`src/hdl/iad_pkg.sv`:
```
`timescale 1ns / 1ps
`default_nettype none

package iad_pkg;

    // Field widths of the input and result words.
    localparam int SAMPLE_W = 16;
    localparam int INDEX_W  = 7;
    localparam int BYTE_W   = 8;
    localparam int START_W  = 8;
    localparam int STEP_W   = 15;
    localparam int CODE_W   = 4;
    localparam int MAG_W    = 3;

    // Step index range and predictor limits.
    localparam int IDX_MAX    = 88;
    localparam int SAMPLE_MAX = 32767;

    // Default depth of the command queue between front and back.
    localparam int QUEUE_DEPTH_DEF = 2;

    // Operation codes of an input word.
    localparam logic OP_HEADER = 1'b0;
    localparam logic OP_DATA   = 1'b1;

    // One classified command as it waits in the queue.
    typedef struct packed {
        logic                       is_data;
        logic signed [SAMPLE_W-1:0] sample;
        logic [INDEX_W-1:0]         index;
        logic [BYTE_W-1:0]          data;
    } t_cmd;

    // Head of the queue as seen by the back end.
    typedef struct packed {
        logic valid;
        t_cmd cmd;
    } t_head;

    // Step size table, indexed by the step index.
    function automatic logic [STEP_W-1:0] step_lookup(input logic [INDEX_W-1:0] idx);
        logic [STEP_W-1:0] s;
        case (idx)
            7'd0:  s = 15'd7;     7'd1:  s = 15'd8;     7'd2:  s = 15'd9;
            7'd3:  s = 15'd10;    7'd4:  s = 15'd11;    7'd5:  s = 15'd12;
            7'd6:  s = 15'd13;    7'd7:  s = 15'd14;    7'd8:  s = 15'd16;
            7'd9:  s = 15'd17;    7'd10: s = 15'd19;    7'd11: s = 15'd21;
            7'd12: s = 15'd23;    7'd13: s = 15'd25;    7'd14: s = 15'd28;
            7'd15: s = 15'd31;    7'd16: s = 15'd34;    7'd17: s = 15'd37;
            7'd18: s = 15'd41;    7'd19: s = 15'd45;    7'd20: s = 15'd50;
            7'd21: s = 15'd55;    7'd22: s = 15'd60;    7'd23: s = 15'd66;
            7'd24: s = 15'd73;    7'd25: s = 15'd80;    7'd26: s = 15'd88;
            7'd27: s = 15'd97;    7'd28: s = 15'd107;   7'd29: s = 15'd118;
            7'd30: s = 15'd130;   7'd31: s = 15'd143;   7'd32: s = 15'd157;
            7'd33: s = 15'd173;   7'd34: s = 15'd190;   7'd35: s = 15'd209;
            7'd36: s = 15'd230;   7'd37: s = 15'd253;   7'd38: s = 15'd279;
            7'd39: s = 15'd307;   7'd40: s = 15'd337;   7'd41: s = 15'd371;
            7'd42: s = 15'd408;   7'd43: s = 15'd449;   7'd44: s = 15'd494;
            7'd45: s = 15'd544;   7'd46: s = 15'd598;   7'd47: s = 15'd658;
            7'd48: s = 15'd724;   7'd49: s = 15'd796;   7'd50: s = 15'd876;
            7'd51: s = 15'd963;   7'd52: s = 15'd1060;  7'd53: s = 15'd1166;
            7'd54: s = 15'd1282;  7'd55: s = 15'd1411;  7'd56: s = 15'd1552;
            7'd57: s = 15'd1707;  7'd58: s = 15'd1878;  7'd59: s = 15'd2066;
            7'd60: s = 15'd2272;  7'd61: s = 15'd2499;  7'd62: s = 15'd2749;
            7'd63: s = 15'd3024;  7'd64: s = 15'd3327;  7'd65: s = 15'd3660;
            7'd66: s = 15'd4026;  7'd67: s = 15'd4428;  7'd68: s = 15'd4871;
            7'd69: s = 15'd5358;  7'd70: s = 15'd5894;  7'd71: s = 15'd6484;
            7'd72: s = 15'd7132;  7'd73: s = 15'd7845;  7'd74: s = 15'd8630;
            7'd75: s = 15'd9493;  7'd76: s = 15'd10442; 7'd77: s = 15'd11487;
            7'd78: s = 15'd12635; 7'd79: s = 15'd13899; 7'd80: s = 15'd15289;
            7'd81: s = 15'd16818; 7'd82: s = 15'd18500; 7'd83: s = 15'd20350;
            7'd84: s = 15'd22385; 7'd85: s = 15'd24623; 7'd86: s = 15'd27086;
            7'd87: s = 15'd29794;
            default: s = 15'd32767;
        endcase
        return s;
    endfunction

    // Index adjustment, looked up on the code magnitude.
    function automatic logic signed [4:0] index_adjust(input logic [MAG_W-1:0] mag);
        logic signed [4:0] a;
        case (mag)
            3'd4:    a = 5'sd2;
            3'd5:    a = 5'sd4;
            3'd6:    a = 5'sd6;
            3'd7:    a = 5'sd8;
            default: a = -5'sd1;
        endcase
        return a;
    endfunction

endpackage

`default_nettype wire

```
`src/hdl/iad_ifs.sv`:
```
`timescale 1ns / 1ps
`default_nettype none

// Input channel: block headers and data bytes.
interface iad_in_if;
    logic        valid;
    logic        ready;
    logic        op;
    logic [15:0] first_sample;
    logic [7:0]  start_index;
    logic [7:0]  data_byte;

    modport source (output valid, output op, output first_sample, output start_index,
                    output data_byte, input ready);
    modport sink   (input valid, input op, input first_sample, input start_index,
                    input data_byte, output ready);
endinterface

// Result channel: decoded samples.
interface iad_out_if;
    logic        valid;
    logic        ready;
    logic [15:0] sample;
    logic        last;

    modport source (output valid, output sample, output last, input ready);
    modport sink   (input valid, input sample, input last, output ready);
endinterface

`default_nettype wire

```
`src/hdl/iad_front.sv`:
```
`timescale 1ns / 1ps
`default_nettype none

module iad_front
    import iad_pkg::*;
#(
    parameter int QUEUE_DEPTH = QUEUE_DEPTH_DEF
) (
    input  wire    i_clk,
    input  wire    i_rst_n,
    iad_in_if.sink i_in,
    input  wire    i_pop,
    output t_head  o_head
);

    localparam int PTR_W = (QUEUE_DEPTH > 1) ? $clog2(QUEUE_DEPTH) : 1;
    localparam int CNT_W = $clog2(QUEUE_DEPTH + 1);
    localparam logic [PTR_W-1:0] PTR_LAST = PTR_W'(QUEUE_DEPTH - 1);
    localparam logic [CNT_W-1:0] CNT_FULL = CNT_W'(QUEUE_DEPTH);

    t_cmd             r_queue [QUEUE_DEPTH];
    logic [PTR_W-1:0] r_wr_ptr;
    logic [PTR_W-1:0] r_rd_ptr;
    logic [CNT_W-1:0] r_count;
    logic [CNT_W-1:0] n_count;
    t_cmd             w_cmd;
    logic             w_push;
    logic             w_pop;

    // Classify the incoming word and saturate the header index.
    always_comb begin
        w_cmd.is_data = (i_in.op == OP_DATA);
        w_cmd.sample  = $signed(i_in.first_sample);
        if (i_in.start_index > START_W'(IDX_MAX)) begin
            w_cmd.index = INDEX_W'(IDX_MAX);
        end else begin
            w_cmd.index = i_in.start_index[INDEX_W-1:0];
        end
        w_cmd.data = i_in.data_byte;
    end

    assign i_in.ready = (r_count != CNT_FULL);
    assign w_push     = i_in.valid && i_in.ready;
    assign w_pop      = i_pop && (r_count != '0);

    always_comb begin
        n_count = r_count;
        if (w_push && !w_pop) begin
            n_count = r_count + 1'b1;
        end else if (w_pop && !w_push) begin
            n_count = r_count - 1'b1;
        end
    end

    // Queue storage.
    always_ff @(posedge i_clk) begin
        if (w_push) begin
            r_queue[r_wr_ptr] <= w_cmd;
        end
    end

    // Queue pointers and fill count.
    always_ff @(posedge i_clk) begin
        if (!i_rst_n) begin
            r_wr_ptr <= '0;
            r_rd_ptr <= '0;
            r_count  <= '0;
        end else begin
            r_count <= n_count;
            if (w_push) begin
                r_wr_ptr <= (r_wr_ptr == PTR_LAST) ? '0 : r_wr_ptr + 1'b1;
            end
            if (w_pop) begin
                r_rd_ptr <= (r_rd_ptr == PTR_LAST) ? '0 : r_rd_ptr + 1'b1;
            end
        end
    end

    assign o_head.valid = (r_count != '0);
    assign o_head.cmd   = r_queue[r_rd_ptr];

endmodule

`default_nettype wire

```
`src/hdl/iad_back.sv`:
```
`timescale 1ns / 1ps
`default_nettype none

module iad_back
    import iad_pkg::*;
(
    input  wire       i_clk,
    input  wire       i_rst_n,
    input  t_head     i_head,
    output logic      o_pop,
    iad_out_if.source o_out
);

    localparam int SUM_W  = SAMPLE_W + 3;
    localparam int MUL_W  = STEP_W + MAG_W;
    localparam int DIFF_W = STEP_W + 2;

    logic signed [SAMPLE_W-1:0] r_pred;
    logic [INDEX_W-1:0]         r_idx;
    logic                       r_hi_pending;
    logic [CODE_W-1:0]          r_hi_code;
    logic                       r_out_valid;
    logic [SAMPLE_W-1:0]        r_sample;
    logic                       r_last;

    logic                       w_advance;
    logic [CODE_W-1:0]          w_code;
    logic [MAG_W-1:0]           w_mag;
    logic [STEP_W-1:0]          w_step;
    logic [MUL_W-1:0]           w_mul;
    logic [DIFF_W-1:0]          w_diff;
    logic signed [SUM_W-1:0]    w_sum;
    logic signed [SAMPLE_W-1:0] w_new_pred;
    logic signed [INDEX_W:0]    w_idx_sum;
    logic [INDEX_W-1:0]         w_new_idx;

    // A new result may be formed when the output word is empty or being taken.
    assign w_advance = !r_out_valid || o_out.ready;
    assign o_pop     = w_advance && !r_hi_pending && i_head.valid;

    // Decode one code from the current predictor and step index.
    always_comb begin
        w_code = r_hi_pending ? r_hi_code : i_head.cmd.data[CODE_W-1:0];
        w_mag  = w_code[MAG_W-1:0];
        w_step = step_lookup(r_idx);
        w_mul  = (w_mag[0] ? MUL_W'(w_step) : '0)
               + (w_mag[1] ? (MUL_W'(w_step) << 1) : '0)
               + (w_mag[2] ? (MUL_W'(w_step) << 2) : '0);
        w_diff = DIFF_W'(w_mul >> 2) + DIFF_W'(w_step >> 3);
        if (w_code[CODE_W-1]) begin
            w_sum = SUM_W'(r_pred) - $signed({2'b00, w_diff});
        end else begin
            w_sum = SUM_W'(r_pred) + $signed({2'b00, w_diff});
        end
        if (w_sum > SUM_W'(SAMPLE_MAX)) begin
            w_new_pred = SAMPLE_W'(SAMPLE_MAX);
        end else if (w_sum < -SUM_W'(SAMPLE_MAX)) begin
            w_new_pred = -SAMPLE_W'(SAMPLE_MAX);
        end else begin
            w_new_pred = w_sum[SAMPLE_W-1:0];
        end
        w_idx_sum = $signed({1'b0, r_idx}) + (INDEX_W+1)'(index_adjust(w_mag));
        if (w_idx_sum < 0) begin
            w_new_idx = '0;
        end else if (w_idx_sum > (INDEX_W+1)'(IDX_MAX)) begin
            w_new_idx = INDEX_W'(IDX_MAX);
        end else begin
            w_new_idx = w_idx_sum[INDEX_W-1:0];
        end
    end

    // Decoder state and output word.
    always_ff @(posedge i_clk) begin
        if (!i_rst_n) begin
            r_pred       <= '0;
            r_idx        <= '0;
            r_hi_pending <= 1'b0;
            r_out_valid  <= 1'b0;
        end else if (w_advance) begin
            if (r_hi_pending) begin
                r_pred       <= w_new_pred;
                r_idx        <= w_new_idx;
                r_hi_pending <= 1'b0;
                r_out_valid  <= 1'b1;
                r_sample     <= w_new_pred;
                r_last       <= 1'b1;
            end else if (i_head.valid) begin
                r_out_valid <= 1'b1;
                if (i_head.cmd.is_data) begin
                    r_pred       <= w_new_pred;
                    r_idx        <= w_new_idx;
                    r_hi_pending <= 1'b1;
                    r_hi_code    <= i_head.cmd.data[BYTE_W-1:CODE_W];
                    r_sample     <= w_new_pred;
                    r_last       <= 1'b0;
                end else begin
                    r_pred   <= i_head.cmd.sample;
                    r_idx    <= i_head.cmd.index;
                    r_sample <= i_head.cmd.sample;
                    r_last   <= 1'b1;
                end
            end else begin
                r_out_valid <= 1'b0;
            end
        end
    end

    assign o_out.valid  = r_out_valid;
    assign o_out.sample = r_sample;
    assign o_out.last   = r_last;

endmodule

`default_nettype wire

```
`src/hdl/ima_adpcm_block_decoder.sv`:
```
`timescale 1ns / 1ps
`default_nettype none

// Mono 4-bit IMA ADPCM block decoder. A header word (op 0) loads the predictor
// and step index and returns its sample as one word with last set; a data word
// (op 1) returns two samples, low nibble first, the second with last set. The
// front end queues classified input words while the back end decodes, so input
// keeps flowing while a result waits on the output register. The decode unit
// produces one sample per cycle while the output is empty or being taken; the
// nibbles of a data byte are serially dependent through the predictor and index.

module ima_adpcm_block_decoder
    import iad_pkg::*;
#(
    parameter int QUEUE_DEPTH = QUEUE_DEPTH_DEF
) (
    input  wire       i_clk,
    input  wire       i_rst_n,
    iad_in_if.sink    i_in,
    iad_out_if.source o_out
);

    t_head w_head;
    logic  w_pop;

    // Front end: accept and classify input words into the queue.
    iad_front #(
        .QUEUE_DEPTH (QUEUE_DEPTH)
    ) u_front (
        .i_clk   (i_clk),
        .i_rst_n (i_rst_n),
        .i_in    (i_in),
        .i_pop   (w_pop),
        .o_head  (w_head)
    );

    // Back end: decode queued commands into samples.
    iad_back u_back (
        .i_clk   (i_clk),
        .i_rst_n (i_rst_n),
        .i_head  (w_head),
        .o_pop   (w_pop),
        .o_out   (o_out)
    );

endmodule

`default_nettype wire
```
`src/flat_wrapper.sv`:
```
// flat-port wrapper written by rule: the top's interface ports become plain ports
module ima_adpcm_block_decoder_flat import iad_pkg::*;
#(
    parameter int QUEUE_DEPTH = QUEUE_DEPTH_DEF
)
  (i_clk, i_rst_n, i_in_valid, i_in_op, i_in_first_sample, i_in_start_index, i_in_data_byte, i_in_ready, o_out_valid, o_out_sample, o_out_last, o_out_ready);
  iad_in_if i_in_i ();
  iad_out_if o_out_i ();
  input  wire i_clk;
  input  wire i_rst_n;
  input wire logic [$bits(i_in_i.valid)-1:0] i_in_valid;
  input wire logic [$bits(i_in_i.op)-1:0] i_in_op;
  input wire logic [$bits(i_in_i.first_sample)-1:0] i_in_first_sample;
  input wire logic [$bits(i_in_i.start_index)-1:0] i_in_start_index;
  input wire logic [$bits(i_in_i.data_byte)-1:0] i_in_data_byte;
  output wire logic [$bits(i_in_i.ready)-1:0] i_in_ready;
  output wire logic [$bits(o_out_i.valid)-1:0] o_out_valid;
  output wire logic [$bits(o_out_i.sample)-1:0] o_out_sample;
  output wire logic [$bits(o_out_i.last)-1:0] o_out_last;
  input wire logic [$bits(o_out_i.ready)-1:0] o_out_ready;
  assign i_in_i.valid = i_in_valid;
  assign i_in_i.op = i_in_op;
  assign i_in_i.first_sample = i_in_first_sample;
  assign i_in_i.start_index = i_in_start_index;
  assign i_in_i.data_byte = i_in_data_byte;
  assign i_in_ready = i_in_i.ready;
  assign o_out_valid = o_out_i.valid;
  assign o_out_sample = o_out_i.sample;
  assign o_out_last = o_out_i.last;
  assign o_out_i.ready = o_out_ready;
  ima_adpcm_block_decoder #(.QUEUE_DEPTH(QUEUE_DEPTH)) u_core (.i_clk(i_clk), .i_rst_n(i_rst_n), .i_in(i_in_i), .o_out(o_out_i));
endmodule
```
`config.mk`:
```
export PLATFORM = sky130hd
export DESIGN_NAME = ima_adpcm_block_decoder_flat
export DESIGN_NICKNAME = d
export VERILOG_FILES = /design/src/hdl/iad_pkg.sv /design/src/hdl/iad_ifs.sv /design/src/hdl/iad_front.sv /design/src/hdl/iad_back.sv /design/src/hdl/ima_adpcm_block_decoder.sv /design/src/flat_wrapper.sv
export SDC_FILE = /design/constraint.sdc
export NUM_CORES = 1
export LEC_CHECK = 0
export BUFFER_PORTS_ARGS = -buffer_cell sky130_fd_sc_hd__clkbuf_2
export CORE_MARGIN = 8
export CORE_UTILIZATION = 55
export DETAILED_ROUTE_END_ITERATION = 6
export PLACE_DENSITY = 0.82
export SLEW_MARGIN = 20
export SYNTH_ARGS = -nofsm -noshare
export SYNTH_HDL_FRONTEND = slang
export SYNTH_SLANG_ARGS = --single-unit
```
`constraint.sdc`:
```
create_clock -name i_clk -period 9.4 [get_ports i_clk]
set_input_delay 1.88 -clock i_clk [delete_from_list [all_inputs] [get_ports i_clk]]
set_output_delay 1.88 -clock i_clk [all_outputs]
set_load 0.02 [all_outputs]
```
==> results_dict.tcl <==
set metrics [dict create \
    min_period_over_period 0.9211 \
    synth.cell_area_um2 10470 \
    hpwlAfterDp_mm 19.62 \
    setup_viol 0 \
    antenna_cells 0 \
    ant_nets 0 \
    synth_cell_types 103 \
    cts_buffer_depth 2 \
    clk_latency_ns 0.43 \
    grt_pass1_wl_mm 44.48 \
    cp_slowest_stage_delay_ns 0.64 \
    final_cell_mix "nand2_1 (129), edfxtp_1 (85), nor2_1 (77), a21oi_1 (77), ha_1 (67)" \
    cp_max_fo 15 \
    nets 1322 \
    clock-root-buffer "clkbuf_16" \
    yosysWarnings 0 \
    drive_above_1_share 0.1367 \
    ys_seq_elements 130 \
    fill_cells 1541 \
    slew_violations 0 \
    wire_per_inst_um 19.24 \
    synth_top_cell_by_area "edfxtp_1" \
    synth_nets 1289 \
    synth_fa_ha_area_frac 0.1126 \
    grt_pass1_vias 8930 \
    synth_top_flop_cell "edfxtp_1" \
    drt_iter0_markers 973 \
    reg2reg_from "u_core.u_back.r_hi_pending" \
    hold_path.class "flip-flop to flip-flop" \
    hold_viol 0 \
    tritoncts "built" \
    path_depth 37 \
    slowest_stage "dfxtp_1" \
    finalSetupTns_ns 0 \
    initial_utilization 0.5595 \
    hold_start "u_core.u_back.r_pred[9]" \
    first_pass_iters 7 \
    start_kind "flip-flop" \
    gp_congestion 0.9752 \
    synth_top_family_by_area "compound AO/OA/AOI/OAI gates" \
    status "finished with violations" \
    cts_num_sinks 130 \
    drcViolationCount 7 \
    syn_inst 1168 \
    synth_mux_area_frac 0.03539 \
    grt_max_degree 47 \
    gr-total-overflow 0 \
    synth_xor_area_frac 0.04411 \
    min_path_cells 2 \
    numCtsBuffers 17 \
    synth-simple-area-share 0.1817 \
    crit_family "compound AO/OA/AOI/OAI gates" \
    io_pins 56 \
    syn_area_per_cell_um2 8.961 \
    fp.dieH_um 153.9 \
    final.setup_skew_ns 0.01930 \
    path_class "flip-flop to flip-flop" \
    clkTransAtPathRegs_ns 0.07 \
    fin_crit_ns 8.658 \
    path_buf_inv 3 \
    die_w_um 153.9 \
    die_area_um2 23700 \
    synth_edf_count 85 \
    h-tree-depth 4 \
    vias 9422 \
    routed_wl_mm 27.87 \
    fmax_mhz 115.5 \
    synth_top_area_share 0.2439 \
    synth-seq-area-share 0.3299 \
    maxCapViolCount 0 \
    antenna_found_initial 0 \
    cp-end-kind "flip-flop" \
    layout_commonest_cell "nand2_1" \
    arrival_ns 8.84 \
    grt_setup_unrepaired "no" \
    violations "DRC" \
    portBuffers 55 \
    fp-row-count 50 \
    required_ns 9.58 \
    grt_use_total 0.2273 \
    synth_compound_area_frac 0.2463 \
    worst_slew_pin_slew_ns 1.077 \
    area_delta_synth_final_pct 10.16 \
    core_area_um2 18710 \
    slew_headroom 0.2779 \
    reg2reg_depth 37 \
    async_reset_ff_frac 0 \
    r2r_setup_slack_ns 0.74 \
    min_to "u_core.u_back.r_pred[9]" \
    synth.top_cells.by_area "edfxtp_1 (24%), dfxtp_1 (8.6%), ha_1 (8.0%)" \
    routed_via_density 6.507 \
    reg2reg_to "u_core.u_back.o_out.sample[12]" \
]
==> stage by stage <==
step / setup slack (ns) / hold WS (ns) / cells / util / cell area [um^2]
after floorplan: 1.011 / 0.4318 / 1168 / - / 10470
after global placement: 0.8575 / 0.4504 / 1415 / 0.5826 / 10900
after detailed placement: 0.5633 / 0.4625 / 1415 / 0.5826 / 10900
after CTS: 0.4830 / 0.4782 / 1447 / 0.6152 / 11510
after global routing: 0.07358 / 0.5118 / 1448 / 0.6164 / 11530
final: 0.7421 / 0.4758 / 1448 / 0.6164 / 11530
==> sequential cells by signal (all words and copies together), names as in the netlist, named ones only <==
register	cells
u_core.u_back.r_pred	16
u_core.u_front.r_rd_ptr	1
u_core.u_back.r_idx	7
u_core.u_back.r_hi_pending	1
u_core.u_back.o_out.valid	1
u_core.u_front.r_queue	64
u_core.u_back.o_out.sample	16
u_core.u_back.o_out.last	1
u_core.u_back.r_hi_code	4
u_core.u_front.r_count	2
u_core.u_front.r_wr_ptr	1
u_core.u_back.w_step	15
==> timing repair <==
action                     CTS  global route
resized for setup            0             1
setup endpoints to repair    0            29
hold buffers                 0             0
buffers inserted             0             1
==> cell type report <==
type,count,area [um^2],share of cell area
timing repair buffer,72,415.4,0.03603
tap,234,292.8,0.02539
inverter,70,262.8,0.02279
clock buffer,17,425.4,0.03690
clock inverter,15,183.9,0.01595
sequential,130,3457,0.2998
multi-input combinational,910,6492,0.5631
==> per-layer routing <==
metal,vias up,share of wire,track usage
li1,4402,-,-
met1,4500,0.42,0.2876
met2,438,0.48,0.3829
met3,82,0.071,0.04148
met4,0,0.031,0.07839
met5,-,0,0
==> kinds of logic (layout without fill, tap and decap cells) <==
logic type               after synthesis  in the layout
AO/OA/AOI/OAI                        359            359
flip-flops                           130            130
buffers and inverters                128            174
XOR/XNOR                              51             51
adder cells (fa/ha/maj)               84             84
multiplexers                          35             35
AND/OR/NAND/NOR                      381            381
==> worst max path at each step <==
stage,start,end,slack [ns]
floorplan,flip-flop,u_core.u_back.o_out.sample[6],1.01
global placement,flip-flop,u_core.u_back.o_out.sample[11],0.86
detailed placement,flip-flop,u_core.u_back.o_out.sample[12],0.56
CTS,flip-flop,u_core.u_back.o_out.sample[12],0.48
global route,u_core.u_back.r_hi_pending,u_core.u_back.o_out.sample[12],0.07
finish,u_core.u_back.r_hi_pending,u_core.u_back.o_out.sample[12],0.74
==> tightest hold or removal path, cell delays in order, from the launching register on <==
cell and delay [ns]:
dfxtp_1 0.32, nand2_1 0.06, o31ai_1 0.05
==> cells in the mapped netlist, types with 5 or more instances <==
cell	n
a211oi_1	19
a21o_1	16
a21oi_1	77
a221oi_1	7
a22oi_1	6
a31oi_1	14
a32o_1	13
and2_1	34
and3_1	5
and4_1	5
buf_2	10
clkbuf_1	40
dfxtp_1	45
edfxtp_1	85
fa_1	17
ha_1	67
inv_1	65
mux2_2	11
mux2i_1	22
nand2_1	129
nand2b_1	19
nand3_1	24
nand4_1	8
nor2_1	78
nor2b_1	12
nor3_1	23
o211a_1	5
o211ai_1	18
o21a_1	13
o21ai_0	56
o21ai_1	13
o21ai_2	8
o221ai_1	7
o22ai_1	13
o311ai_0	7
o31a_1	8
o31ai_1	7
or3_1	10
xnor2_1	27
xor2_1	22
Power is left out: the tool's default activity adds up to more than one toggle a clock period on the data nets, which glitch-free logic cannot reach.
